[src/rtl/mlt_pkg.sv]
// Shared types and constants for the MAC learning table with aging.
// No dependencies; imported by every module of the block.
package mlt_pkg;

    // Fixed field widths.
    localparam int ADDR_W     = 48;
    localparam int PORT_W     = 4;
    localparam int MODE_W     = 2;
    localparam int TIMEOUT_W  = 16;
    localparam int HASH_W     = 8;

    // Defaults for the top-level parameters.
    localparam int DEF_TABLE_ENTRIES = 256;
    localparam int DEF_PORT_COUNT    = 16;
    localparam int DEF_TIME_BITS     = 16;

    localparam logic [TIMEOUT_W-1:0] TIMEOUT_RESET = 16'd30;

    // Operation codes carried by the mode field.
    typedef enum logic [MODE_W-1:0] {
        MODE_LOOKUP = 2'd0,
        MODE_INSERT = 2'd1,
        MODE_TICK   = 2'd2
    } t_mode;

    // Control states.
    typedef enum logic [1:0] {
        ST_CLEAR,
        ST_IDLE,
        ST_ACCESS,
        ST_SWEEP
    } t_state;

endpackage

[src/rtl/mlt_slot_hash.sv]
// Slot index of a MAC address: XOR of its six bytes, reduced modulo the table size.
// Depends on mlt_pkg.
module mlt_slot_hash import mlt_pkg::*; #(
    parameter int TABLE_ENTRIES = DEF_TABLE_ENTRIES,
    parameter int IDX_W         = $clog2(DEF_TABLE_ENTRIES)
) (
    input  logic [ADDR_W-1:0] i_address,
    output logic [IDX_W-1:0]  o_slot
);

    // Largest quotient an 8-bit hash can have against the table size.
    localparam int MAX_Q = 255 / TABLE_ENTRIES;

    logic [HASH_W-1:0] hash;
    logic [31:0]       hash_ext;
    logic [31:0]       rem;

    // Fold the six address bytes together.
    always_comb begin
        hash = '0;
        for (int b = 0; b < ADDR_W / HASH_W; b++) begin
            hash = hash ^ i_address[b*HASH_W +: HASH_W];
        end
    end

    // Modulo by the table size: parallel compares against each constant
    // multiple, the highest one that fits wins.
    always_comb begin
        hash_ext = {{(32-HASH_W){1'b0}}, hash};
        rem      = hash_ext;
        for (int k = 1; k <= MAX_Q; k++) begin
            if (hash_ext >= 32'(k * TABLE_ENTRIES)) begin
                rem = hash_ext - 32'(k * TABLE_ENTRIES);
            end
        end
    end

    assign o_slot = rem[IDX_W-1:0];

endmodule

[config.mk]
export PLATFORM = sky130hd
export DESIGN_NAME = mlt_slot_hash
export DESIGN_NICKNAME = d
export VERILOG_FILES = /design/src/rtl/mlt_pkg.sv /design/src/rtl/mlt_slot_hash.sv
export SDC_FILE = /design/constraint.sdc
export NUM_CORES = 1
export LEC_CHECK = 0
export BUFFER_PORTS_ARGS = -buffer_cell sky130_fd_sc_hd__buf_2
export CAP_MARGIN = 40
export CORE_AREA = 2 2 39 41
export DETAILED_ROUTE_END_ITERATION = 8
export DIE_AREA = 0 0 41 43
export GPL_ROUTABILITY_DRIVEN = 1
export PLACE_DENSITY_LB_ADDON = 0.15
export SLEW_MARGIN = 20
export SYNTH_ARGS = -nofsm -noshare
export SYNTH_HDL_FRONTEND = slang
export SYNTH_SLANG_ARGS = --single-unit
export TNS_END_PERCENT = 100
[constraint.sdc]
create_clock -name vclk -period 1.7
set_clock_uncertainty 0.15 [all_clocks]
set_input_delay 0.085 -clock vclk [all_inputs]
set_output_delay 0.085 -clock vclk [all_outputs]
set_load 0.005 [all_outputs]
==> run summary <==
RSZ-0062 raised after global routing = false
initial DRC count = 0
Final #Nets = 138
port buffer count = 56
pin count of the biggest net entering global routing = 2
crit-path max cell delay = 400 ps
n_diodes = 0
Initial Util = 0.325
via count = 408
final hold slack = 436 ps
Tcrit/Tclk final = 0.650
DR pass1 iterations = 1
Post-CTS Hold Buffers = 0
Routed WL per cell = 7.62 um
Seq Cell Count = 0
commonest non-fill, non-tap cell in the layout = buf_2
final hold violation count = 0
Max-Slew Margin vs Limit = 0.901
num rows = 14
synth warn = 0
CTS resizes = 0
Post-Syn Area = 450 sq um
setup TNS = 0 ps
Post-Syn Instances = 32
first-pass GRT wire length = 1200 um
post-route minimum period = 1100 ps
# setup viols final = 0
fin cells = 104
Achievable Freq = 905 MHz
required time worst endpoint = 1460 ps
storage element area = 0 sq um
syn nets = 80
commonest cells after routing, fill and taps aside = buf_2, xnor2_1, xnor2_2, xnor3_1
post-layout power = 303 uW
cell family with most CP delay = XOR/XNOR gates
vias per cell = 3.92
antenna violations before repair = 0
vias in the first global route = 359
Buf/Inv on CP = 2
Top-Level Pins = 56
crit path launch type = primary input
Worst Path Arrival = 870 ps
CP max FO = 1
Post-DP HPWL = 792 um
Detailed Route WL = 792 um
filler cell count = 129
Die Height = 43 um
Leak = 0.440 nW
post-CTS setup buffer count = 0
CP endpoint kind = primary output
total grt overflow = 0
DP Cell Count = 104
Area Overhead vs Synth = 66.7%
register area share after synthesis = 0
pwr dens = 403 nW/um^2
routability cong. = 0.612
Final Max Tran Viols = 0
peak supply drop = 205 uV
Avg Cell Area, Syn = 14.1 sq um
Crit Path Class = in -> out
GR Util All Layers = 0.0910
Post-DRT Antenna Nets = 0
Most common cell on crit path = buf_2
max-cap viol count = 0
crit path cell chain = buf_2 -> xnor2_1 -> xnor3_1 -> buf_2
die area = 1760 sq um
Yosys cell types = 3
slowest stage cell, crit path = xnor3_1
status = completed
share of layout cells above drive strength 1 = 0.727
number of clock buffers in the layout = 0
Die Wd = 41 um
CORE AREA = 1380 sq um
worst-margin pin slew = 148 ps
DRC Markers = 0
Worst Hold Class = in -> out
==> where the power goes <==
part	leakage [nW]	switching [mW]	internal [mW]
Clock	0	0	0
Combinational	0.440	0.0917	0.211
Sequential	0	0	0
==> cell type report <==
class | instances | area [sq um] | share of cell area
Tap cell | 16 | 20.0 | 0.0267
Multi-Input combinational cell | 32 | 450 | 0.600
Timing Repair Buffer | 56 | 280 | 0.373
==> Yosys cell counts (all sizes together) <==
library cell,instances,share of area
xnor2,24,0.60
xnor3,8,0.40
==> metrics by stage <==
step | setup slack, ps | area [sq um] | utilization
2_1_floorplan | 845 | 450 | -
3_3_place_gp | 588 | 751 | 0.542
3_5_place_dp | 582 | 751 | 0.542
4_1_cts | 579 | 751 | 0.542
5_1_grt | 512 | 751 | 0.542
6_report | 595 | 751 | 0.542
==> cell families (layout without fill, tap and decap cells) <==
family / after synthesis / after routing / share of synthesized area
xor gates and xnor gates: 32 / 32 / 1.00
buffers and inverters: 0 / 56 / 0
==> worst paths after layout <==
kind	cells past startpoint	startpoint	slack [ps]	to
max	4	i_address[11]	600	o_slot[3]
min	4	i_address[31]	440	o_slot[7]
==> worst min-delay path, stage by stage <==
cell and delay (ps):
buf_2 80, xnor2_1 110, xnor3_1 120, buf_2 100
==> layer usage <==
layer	wire length, um	global-route usage	up-vias
met4	0	0.0133	0
met3	69	0	0
met2	484	0.191	18
li1	-	-	216
met5	0	0	-
met1	238	0.0888	174
Note: power is estimated with default switching activity, not from simulation.
